File: config.mk
export PLATFORM = sky130hd
export DESIGN_NAME = skinny_round_cell
export DESIGN_NICKNAME = d
export VERILOG_FILES = /design/src/rtl/skinny_pkg.sv /design/src/rtl/skinny_round_cell.sv
export SDC_FILE = /design/constraint.sdc
export NUM_CORES = 1
export LEC_CHECK = 0
export BUFFER_PORTS_ARGS = -buffer_cell sky130_fd_sc_hd__buf_2
export CORE_ASPECT_RATIO = 0.9
export CORE_MARGIN = 2
export CORE_UTILIZATION = 48
export DETAILED_ROUTE_END_ITERATION = 7
export PLACE_DENSITY = 0.83
export SYNTH_ARGS = -nofsm -noshare
export SYNTH_HDL_FRONTEND = slang
export SYNTH_SLANG_ARGS = --single-unit
export TNS_END_PERCENT = 100
File: constraint.sdc
create_clock -name clk_i -period 1.4 [get_ports clk_i]
set_clock_uncertainty 0.1 [all_clocks]
set_input_delay 0.14 -clock clk_i [delete_from_list [all_inputs] [get_ports clk_i]]
set_output_delay 0.14 -clock clk_i [all_outputs]
set_load 0.005 [all_outputs]
File: src/rtl/skinny_pkg.sv
// Shared constants and round functions for the SKINNY-64-64 encryption pipeline.
package skinny_pkg;

  typedef logic [3:0]  nib_t;
  typedef logic [63:0] blk_t;
  typedef logic [5:0]  rc_t;

  localparam int NumCells   = 16;
  localparam int MaxRounds  = 32;
  localparam nib_t RowTwoRc = 4'h2;

  // 4-bit S-box.
  localparam nib_t SBOX [NumCells] = '{
    4'hc, 4'h6, 4'h9, 4'h0, 4'h1, 4'ha, 4'h2, 4'hb,
    4'h3, 4'h8, 4'h5, 4'hd, 4'h4, 4'he, 4'h7, 4'hf
  };

  // 6-bit LFSR round constants, one per round.
  localparam rc_t RCONST [MaxRounds] = '{
    6'h01, 6'h03, 6'h07, 6'h0f, 6'h1f, 6'h3e, 6'h3d, 6'h3b,
    6'h37, 6'h2f, 6'h1e, 6'h3c, 6'h39, 6'h33, 6'h27, 6'h0e,
    6'h1d, 6'h3a, 6'h35, 6'h2b, 6'h16, 6'h2c, 6'h18, 6'h30,
    6'h21, 6'h02, 6'h05, 6'h0b, 6'h17, 6'h2e, 6'h1c, 6'h38
  };

  // Tweakey cell permutation: new cell i takes old cell TK_PERM[i].
  localparam int TK_PERM [NumCells] = '{
    9, 15, 8, 13, 10, 14, 12, 11, 0, 1, 2, 3, 4, 5, 6, 7
  };

  // ShiftRows: new cell i takes old cell ROW_SHIFT[i].
  localparam int ROW_SHIFT [NumCells] = '{
    0, 1, 2, 3, 7, 4, 5, 6, 10, 11, 8, 9, 13, 14, 15, 12
  };

  // Source cell of the original tweakey for cell i after r permutations.
  function automatic int tk_src(int r, int i);
    int idx;
    idx = i;
    for (int k = 0; k < r; k++) begin
      idx = TK_PERM[idx];
    end
    return idx;
  endfunction

  // One full round on a block, given the round tweakey (top two rows only).
  function automatic blk_t round_fn(blk_t st, blk_t rtk, rc_t rc);
    nib_t s [NumCells];
    nib_t t [NumCells];
    nib_t a, b, c, d;
    blk_t res;
    // SubCells, then constants and round tweakey.
    for (int i = 0; i < NumCells; i++) begin
      s[i] = SBOX[st[63-4*i -: 4]];
    end
    s[0] = s[0] ^ rc[3:0];
    s[4] = s[4] ^ {2'b00, rc[5:4]};
    s[8] = s[8] ^ RowTwoRc;
    for (int i = 0; i < 8; i++) begin
      s[i] = s[i] ^ rtk[63-4*i -: 4];
    end
    // ShiftRows.
    for (int i = 0; i < NumCells; i++) begin
      t[i] = s[ROW_SHIFT[i]];
    end
    // Binary MixColumns, one column at a time.
    for (int i = 0; i < 4; i++) begin
      a = t[i];
      b = t[4+i];
      c = t[8+i];
      d = t[12+i];
      s[i]    = a ^ c ^ d;
      s[4+i]  = a;
      s[8+i]  = b ^ c;
      s[12+i] = a ^ c;
    end
    for (int i = 0; i < NumCells; i++) begin
      res[63-4*i -: 4] = s[i];
    end
    return res;
  endfunction

endpackage

File: src/rtl/skinny_round_cell.sv
// One pipeline cell: a registered SKINNY round with its own fixed round tweakey wiring.
module skinny_round_cell #(
  parameter int ROUND_IDX = 0
) (
  input  logic               clk_i,
  input  logic               rst_ni,
  input  logic               adv_i,
  input  logic               valid_i,
  input  skinny_pkg::blk_t   state_i,
  input  skinny_pkg::blk_t   tweakey_i,
  output logic               valid_o,
  output skinny_pkg::blk_t   state_o
);
  import skinny_pkg::*;

  blk_t rtk;
  blk_t state_d, state_q;
  logic valid_q;

  // Round tweakey: the top two rows of the tweakey permuted ROUND_IDX times.
  for (genvar g = 0; g < 8; g++) begin : g_rtk
    localparam int Src = tk_src(ROUND_IDX, g);
    assign rtk[63-4*g -: 4] = tweakey_i[63-4*Src -: 4];
  end
  assign rtk[31:0] = '0;

  assign state_d = round_fn(state_i, rtk, RCONST[ROUND_IDX]);

  // Valid bit moves with the pipeline.
  always_ff @(posedge clk_i or negedge rst_ni) begin
    if (!rst_ni) begin
      valid_q <= 1'b0;
    end else if (adv_i) begin
      valid_q <= valid_i;
    end
  end

  // Block state is loaded only when a transaction moves in.
  always_ff @(posedge clk_i) begin
    if (adv_i && valid_i) begin
      state_q <= state_d;
    end
  end

  assign valid_o = valid_q;
  assign state_o = state_q;

endmodule

==> results.json, run 1 <==
{
  "place_congestion": 0.843,
  "yosys-top-cells-area": "edfxtp_1 (38%), ha_1 (16%), xnor2_1 (14%)",
  "combPwrFrac_pct": 33.1,
  "stdcell_area_um2": 7710,
  "drc": 0,
  "cp.required_ns": 1.36,
  "portBuffers": 164,
  "maxCapViolations": 0,
  "failed_checks": "negative setup slack",
  "cts_tree": "built",
  "clkPwrFrac_pct": 30.1,
  "power_density_nw_per_um2": 903,
  "path_class": "in -> reg",
  "syn_area_um2": 5090,
  "slew_violations": 0,
  "yosysTopAreaCellShare_pct": 37.7,
  "hold_path_class": "in -> reg",
  "clock-sinks": 65,
  "cts.path.max_buffers": 2,
  "crit_fanout": 3,
  "io_pins": 197,
  "track_usage_pct": 22.0,
  "cp_data_arrival_time_ns": 1.52,
  "yosysUniqueCellTypes": 28,
  "vias": 4465,
  "final.setup.worst_slack_ns": -0.162,
  "switching_share_pct": 27.3,
  "final_cell_mix": "buf_2 (151), buf_4 (98), xnor2_1 (67), edfxtp_1 (64), nor2_1 (55)",
  "ir_worst_vdd_mv": 0.732,
  "p_sw_mw": 1.90,
  "seq_area_frac_synth_pct": 38.2,
  "synth-seq-cells": 65,
  "die-height_um": 102,
  "crit_path_cell_trace": "buf_12 > inv_12 > ha_4 > mux4_2 > xnor2_4 > xor2_2 > xnor2_1",
  "cts-root-buf": "clkbuf_16",
  "rows": 35,
  "initialDrtViolationCount": 155,
  "wl_um": 12900,
  "floorplan.die_area_um2": 11500,
  "place_area_um2": 7000,
  "hold_slack_ns": 0.0147,
  "final_core_util_pct": 74.9,
  "avgSynthCellArea_um2": 10.4,
  "cp_top_family": "multiplexers",
  "synthCells": 492,
  "dr.pass1.iters": 4,
  "seqPwrFrac_pct": 36.8,
  "power_mw": 6.96,
  "synth_async_sr_flop_share_pct": 1.54,
  "p_leak_nw": 3.38,
  "slew_headroom_pct": 66.2,
  "ys.flop_type": "edfxtp_1",
  "finalSetupViolations": 14,
  "fin_crit_ns": 1.56,
  "ys_warn_count": 0,
  "viasPerCell": 5.05,
  "hpwl_um": 9980,
  "die_x_um": 113,
  "ant_nets": 0,
  "antenna_cells": 0,
  "syn_to_final_growth_pct": 51.4,
  "yosysTopAreaCell": "edfxtp_1",
  "internal_power_mw": 5.06,
  "htree_levels": 3,
  "syn_nets": 688,
  "slowest_stage": "mux4_2",
  "grt_pass1_vias": 4477,
  "clock_latency_ns": 0.31,
  "final_layout_size_suffix_gt1_share_pct": 47.8,
  "grt_max_degree": 33,
  "min_period_over_period_pct": 112,
  "tightestPinTransition_ns": 0.493,
  "cts_buffers": 9,
  "endpoint_kind": "register",
  "fin_nets": 948,
  "core_um2": 10300,
  "final_common_cell": "buf_2",
  "grt_pass1_wl_um": 20300,
  "clock.fmax_ghz": 0.640,
  "wl_per_cell_um": 14.6,
  "status": "finished with violations",
  "clkTransAtPathRegs_ns": 0.05,
  "start_kind": "primary input",
  "rsz0062_at_grt": "yes",
  "fin_cells": 885,
  "grt-ovfl-total": 0,
  "hold_viol": 0,
  "antenna_found_initial": 0,
  "crit_buf_inv": 2,
  "slowest_delay_ns": 0.52,
  "start_util_pct": 49.5,
  "synth-edff-count": 64,
  "placed_cells": 854
}
-- sequential cells by signal, indices dropped and copies added (netlist names) --
signal   count
state_o     64
valid_o      1
-- final cells by class --
class                   instances  area (um^2)
clock buffers                  10          229
clock inverters                 5         47.5
fillers                       654         2580
inverters                      46          310
multi-input cells             365         3280
flip-flops and latches         65         1950
well taps                     129          161
repair buffers                265         1740
-- power groups by stage --
stage                     Sequential (mW)  Clock [mW]  Combinational [mW]
after global placement               2.60           0                1.99
after CTS                            2.57        2.14                2.21
final                                2.56        2.09                2.30
after floorplan                      2.63           0                1.15
after global routing                 2.59        2.21                2.51
after detailed placement             2.60           0                2.10
-- routing by layer --
metal	part of all wire (%)	vias up	GRT usage [%]
li1	-	2191	-
met1	38	2111	24.2
met2	56	145	43.3
met3	5.1	18	3.53
met4	1.5	0	7.04
met5	0	-	0
-- synthesized netlist by cell type, types with 2 or more instances --
| cell | number |
|---|---|
| a211oi_1 | 10 |
| a21oi_1 | 10 |
| a311oi_2 | 4 |
| a31oi_1 | 11 |
| buf_2 | 6 |
| buf_6 | 2 |
| clkbuf_1 | 8 |
| edfxtp_1 | 64 |
| ha_1 | 64 |
| inv_1 | 46 |
| mux2_2 | 2 |
| mux2i_1 | 2 |
| mux4_2 | 8 |
| nand2_1 | 30 |
| nor2_1 | 57 |
| nor3_1 | 15 |
| o21ai_0 | 31 |
| o21ai_1 | 10 |
| o21ai_2 | 4 |
| or4_1 | 3 |
| xnor2_1 | 79 |
| xnor2_2 | 4 |
| xor2_1 | 17 |
-- worst paths after layout --
check,from,endpoint,slack (ns),cells after the start
max,state_i[57],state_o[56]$_DFFE_PP_,-0.16,7
min,tweakey_i[37],state_o[17]$_DFFE_PP_,0.01,2
max reg2reg,valid_o$_DFFE_PN0P_,valid_o$_DFFE_PN0P_,0.56,1
min reg2reg,valid_o$_DFFE_PN0P_,valid_o$_DFFE_PN0P_,0.41,1
max in group asynchronous,rst_ni,valid_o$_DFFE_PN0P_,1.08,2
min in group asynchronous,rst_ni,valid_o$_DFFE_PN0P_,0.03,2
-- cell families (layout without fill, tap and decap cells) --
family                     count (synthesis)  in the layout  share of synthesized area [%]
xor gates and xnor gates                 101            101                           18.1
buffers and inverters                     62            326                           5.01
and+or+nand+nor                          107            107                           8.67
DFF                                       65             65                           38.2
muxes                                     12             12                           4.37
adders and majority gates                 64             64                           15.7
AOI/OAI and AO/OA                         81             81                           9.90
-- stage by stage --
| step | setup WS (ns) | setup TNS (ns) |
|---|---|---|
| 4_1_cts | -0.100 | -0.617 |
| 3_5_place_dp | -0.564 | -15.61 |
| 2_1_floorplan | -0.275 | -2.71 |
| 5_1_grt | -0.193 | -1.50 |
| 6_report | -0.162 | -1.01 |
| 3_3_place_gp | -0.515 | -13.22 |
-- what timing repair did --
item	CTS	global route
resized for setup	45	21
cloned	0	0
hold endpoints to repair	2	0
hold buffers	3	0
setup endpoints to repair	24	22
pin swaps	23	16
buffers inserted	8	6
Power figures use the tool's default switching activity.
==> inputs of run 2 (changes only) <==
--- a/config.mk
+++ b/config.mk
@@ -5,7 +5,7 @@
 export SDC_FILE = /design/constraint.sdc
 export NUM_CORES = 1
 export LEC_CHECK = 0
-export BUFFER_PORTS_ARGS = -buffer_cell sky130_fd_sc_hd__buf_2
+export BUFFER_PORTS_ARGS = -buffer_cell sky130_fd_sc_hd__buf_4
 export CORE_ASPECT_RATIO = 0.9
 export CORE_MARGIN = 2
 export CORE_UTILIZATION = 48
==> run 2 against run 1 <==
Against the previous run:
- the run still ends with negative setup slack left
- design area is 3.9% higher
- final cell count shrank 1.0%
- setup slack better by 0.048 ns
- non-clock buffer count shrank 9
- clock-buffer cell count up 1
- first-iteration DRC count increased by 21%
- die area stayed put
==> results.json, run 2 (synthesis gave the netlist of run 1 again) <==
{
  "status": "finished with violations",
  "failed_checks": "negative setup slack",
  "multi_input_area_um2": 3240,
  "ir_worst_vdd_mv": 0.640,
  "clock_latency_ns": 0.32,
  "start_kind": "primary input",
  "place_congestion": 0.875,
  "cp_data_arrival_time_ns": 1.49,
  "ant_nets": 0,
  "die_x_um": 113,
  "path_class": "in -> reg",
  "endpoint_kind": "register",
  "largest_reg_flops": 64,
  "finalSetupViolations": 10,
  "fin_nets": 939,
  "core_um2": 10300,
  "stdcell_area_um2": 8010,
  "slew_violations": 0,
  "fin_crit_ns": 1.51,
  "track_usage_pct": 22.5,
  "dr.pass1.iters": 4,
  "slew_headroom_pct": 67.0,
  "hpwl_um": 10200,
  "viasPerCell": 5.13,
  "power_mw": 7.14,
  "hold_viol": 0,
  "final_common_cell": "buf_4",
  "grt_max_degree": 36,
  "placed_cells": 851,
  "r2r_cells": 1,
  "power_density_nw_per_um2": 892,
  "clkTransAtPathRegs_ns": 0.05,
  "cts.path.max_buffers": 2,
  "die-height_um": 102,
  "hold_path_class": "in -> reg",
  "vias": 4493,
  "final_layout_size_suffix_gt1_share_pct": 46.6,
  "grt_pass1_vias": 4416,
  "p_leak_nw": 3.47,
  "fillerInstances": 644,
  "final.setup.worst_slack_ns": -0.115,
  "crit_fanout": 3,
  "tightestPinTransition_ns": 0.482,
  "min_path_cells": 2,
  "dp_slack_ns": -0.571,
  "cts_buffers": 9,
  "cts-root-buf": "clkbuf_16",
  "grt-ovfl-total": 0,
  "grt_pass1_wl_um": 20500,
  "syn_to_final_growth_pct": 57.3,
  "register_area_um2": 1950,
  "antenna_cells": 0,
  "drc": 0,
  "fin_cells": 876,
  "cp.required_ns": 1.38,
  "cts_tree": "built",
  "final_cell_mix": "buf_4 (235), xnor2_1 (68), edfxtp_1 (64), nor2_1 (55), ha_1 (49)",
  "place_area_um2": 7400,
  "antenna_found_initial": 0,
  "rsz0062_at_grt": "yes",
  "portBuffers": 164,
  "io_pins": 197,
  "finalSetupTns_ns": -0.675,
  "wl_per_cell_um": 15.1,
  "initialDrtViolationCount": 187,
  "clock.fmax_ghz": 0.660,
  "final_core_util_pct": 77.8,
  "floorplan.die_area_um2": 11500,
  "start_util_pct": 49.5,
  "rows": 35,
  "maxCapViolations": 0,
  "hold_slack_ns": 0.0228,
  "min_period_over_period_pct": 108,
  "htree_levels": 3,
  "reg2reg_slack_ns": 0.56,
  "clock-sinks": 65,
  "wl_um": 13300
}
run 2: cell types whose count changed in the layout (fill, tap and decap cells not counted), sizes merged:
cell         before  now
buf             262  251
clkbuf           10   11
clkinv            4    3
dlygate4sd3       3    5
run 2: where the power goes:
group | internal, mW | switching, mW
registers | 2.51 | 0.0727
logic | 1.36 | 1.08
clock network | 1.36 | 0.765
total | 5.22 | 1.92
run 2: area by class of cell:
cell class                 count  area share (%)
timing repair buffer         256            25.9
clock buffer                  11            2.90
clock inverter                 4           0.562
inverter                      46            3.81
tap                          129            2.01
sequential                    65            24.3
multi-input combinational    365            40.5
run 2: worst paths after layout:
kind	from	end
setup / recovery	state_i[49]	state_o[0]$_DFFE_PP_
hold / removal	tweakey_i[45]	state_o[25]$_DFFE_PP_
setup reg to reg	valid_o$_DFFE_PN0P_	valid_o$_DFFE_PN0P_
hold reg to reg	valid_o$_DFFE_PN0P_	valid_o$_DFFE_PN0P_
max in group asynchronous	rst_ni	valid_o$_DFFE_PN0P_
min in group asynchronous	rst_ni	valid_o$_DFFE_PN0P_
run 2: timing repair:
action / in CTS / in global routing
cloned: 0 / 0
endpoints found under the hold margin: 4 / 0
hold buffers: 5 / 0
setup buffers: 3 / 2
gates resized for setup: 32 / 16
setup endpoints to repair: 11 / 19
pin swaps: 21 / 14
run 2: per-layer routing:
metal	vias to the layer above	GRT usage (%)	wire length (um)	part of all wire [%]
li1	2181	-	-	-
met1	2148	25.9	5210	39
met2	140	42.3	7130	54
met3	24	4.31	690	5.2
met4	0	7.04	234	1.8
met5	-	0	0	0
run 2: worst max-delay path, cell delays in order:
cell and delay, ns:
buf_12 0.09, inv_8 0.03, ha_4 0.25, inv_2 0.03, mux4_2 0.47, xor2_2 0.18
xnor2_2 0.15, buf_4 0.15
==> inputs of run 3 (changes only) <==
--- a/config.mk
+++ b/config.mk
@@ -9,6 +9,7 @@
 export CORE_ASPECT_RATIO = 0.9
 export CORE_MARGIN = 2
 export CORE_UTILIZATION = 48
+export CTS_BUF_LIST = sky130_fd_sc_hd__clkbuf_16
 export DETAILED_ROUTE_END_ITERATION = 7
 export PLACE_DENSITY = 0.83
 export SYNTH_ARGS = -nofsm -noshare
==> run 3 against run 2 <==
Against the previous run:
- the run still ends with negative setup slack left
- power shrank 0.18%
- wire length increased by 0.19%
- setup slack got worse by 0.0025 ns
- clock power hardly changed
- global-route usage did not move
- via count is 0.13% lower
- clock-buffer cell count decreased by 2
- design area stayed put
- final cell count stayed put
- critical endpoint unchanged
==> results.json, run 3 (synthesis gave the netlist of run 1 again) <==
{
  "status": "finished with violations",
  "failed_checks": "negative setup slack",
  "wl_um": 13300,
  "grt-ovfl-total": 0,
  "syn_to_final_growth_pct": 57.3,
  "io_pins": 197,
  "hold_viol": 0,
  "grt_pass1_wl_um": 20500,
  "place_congestion": 0.875,
  "grt_max_degree": 36,
  "maxCapViolations": 0,
  "htree_levels": 3,
  "worstReg2RegStart": "valid_o$_DFFE_PN0P_",
  "die_x_um": 113,
  "path_class": "in -> reg",
  "stdcell_area_um2": 8010,
  "crit_cells": 8,
  "slew_headroom_pct": 67.0,
  "cts-root-buf": "clkbuf_16",
  "final_common_cell": "buf_4",
  "crit_path_cell_trace": "buf_12 > inv_8 > ha_4 > inv_2 > mux4_2 > xor2_2 > xnor2_2 > buf_4",
  "reg2reg_slack_ns": 0.56,
  "slowest_stage": "mux4_2",
  "hpwl_um": 10200,
  "final_layout_size_suffix_gt1_share_pct": 46.6,
  "die-height_um": 102,
  "cts_tree": "built",
  "slowest_delay_ns": 0.47,
  "dp_slack_ns": -0.571,
  "power_density_nw_per_um2": 890,
  "antenna_found_initial": 0,
  "vias": 4487,
  "clkTransAtPathRegs_ns": 0.05,
  "fin_crit_ns": 1.52,
  "tightestPinTransition_ns": 0.482,
  "place_area_um2": 7400,
  "rows": 35,
  "min_period_over_period_pct": 108,
  "viasPerCell": 5.12,
  "start_kind": "primary input",
  "placed_cells": 851,
  "clock.fmax_ghz": 0.659,
  "start_util_pct": 49.5,
  "portBuffers": 164,
  "endpoint_kind": "register",
  "rsz0062_at_grt": "yes",
  "cp.required_ns": 1.38,
  "largest_reg_flops": 64,
  "final_core_util_pct": 77.8,
  "ir_worst_vdd_mv": 0.640,
  "crit_buf_inv": 4,
  "drc": 0,
  "cp_top_family": "multiplexers",
  "clock_latency_ns": 0.32,
  "floorplan.die_area_um2": 11500,
  "cts.path.max_buffers": 2,
  "hold_path_class": "in -> reg",
  "final_cell_mix": "buf_4 (235), xnor2_1 (68), edfxtp_1 (64), nor2_1 (55), ha_1 (49)",
  "crit_end": "state_o[0]$_DFFE_PP_",
  "reg2reg_to": "valid_o$_DFFE_PN0P_",
  "wl_per_cell_um": 15.2,
  "ant_nets": 0,
  "initialDrtViolationCount": 178,
  "power_mw": 7.13,
  "final.setup.worst_slack_ns": -0.117,
  "antenna_cells": 0,
  "dr.pass1.iters": 4,
  "core_um2": 10300,
  "cp_data_arrival_time_ns": 1.50,
  "crit_fanout": 3,
  "cts_buffers": 9,
  "fin_nets": 939,
  "finalSetupViolations": 10,
  "clock-sinks": 65,
  "startpoint": "state_i[49]",
  "track_usage_pct": 22.5,
  "r2r_cells": 1,
  "fin_cells": 876,
  "grt_pass1_vias": 4416,
  "p_leak_nw": 3.47,
  "slew_violations": 0
}
[run 3: report_power, final]
group | switching, mW | internal (mW)
logic | 1.09 | 1.36
clock network | 0.766 | 1.34
registers | 0.0725 | 2.51
[run 3: layer usage]
metal	up-vias	part of all wire (%)	GRT usage (%)
li1	2181	-	-
met1	2140	39	25.9
met2	142	54	42.3
met3	24	5.3	4.31
met4	0	1.8	7.04
met5	-	0	0
[run 3: worst min path at each step]
stage | startpoint | cells after the start | endpoint
floorplan | rst_ni | 0 | valid_o$_DFFE_PN0P_
CTS | tweakey_i[33] | 2 | state_o[29]$_DFFE_PP_
finish | tweakey_i[45] | 2 | state_o[25]$_DFFE_PP_
global placement | rst_ni | 1 | valid_o$_DFFE_PN0P_
detailed placement | rst_ni | 1 | valid_o$_DFFE_PN0P_
global route | tweakey_i[45] | 2 | state_o[25]$_DFFE_PP_
[run 3: through the flow]
stage / setup TNS (ns) / hold slack [ns]
finish: -0.682 / 0.0210
global route: -1.06 / 0.0134
CTS: -0.508 / 0.0111
detailed placement: -13.09 / -0.181
global placement: -11.11 / -0.185
floorplan: -2.71 / -0.256
[run 3: area by class of cell]
| type | count | area (um^2) |
|---|---|---|
| Timing Repair Buffer | 256 | 2080 |
| Sequential cell | 65 | 1950 |
| Clock buffer | 9 | 225 |
| Clock inverter | 6 | 52.6 |
| Tap cell | 129 | 161 |
| Inverter | 46 | 305 |
| Fill cell | 644 | 2280 |
| Multi-Input combinational cell | 365 | 3240 |
[run 3: timing repair]
action | 4_1_cts | 5_1_grt
endpoints found under the setup margin | 11 | 19
buffers inserted | 3 | 2
hold buffers | 5 | 0
endpoints found under the hold margin | 4 | 0
resized for setup | 32 | 16
pin swaps | 21 | 14
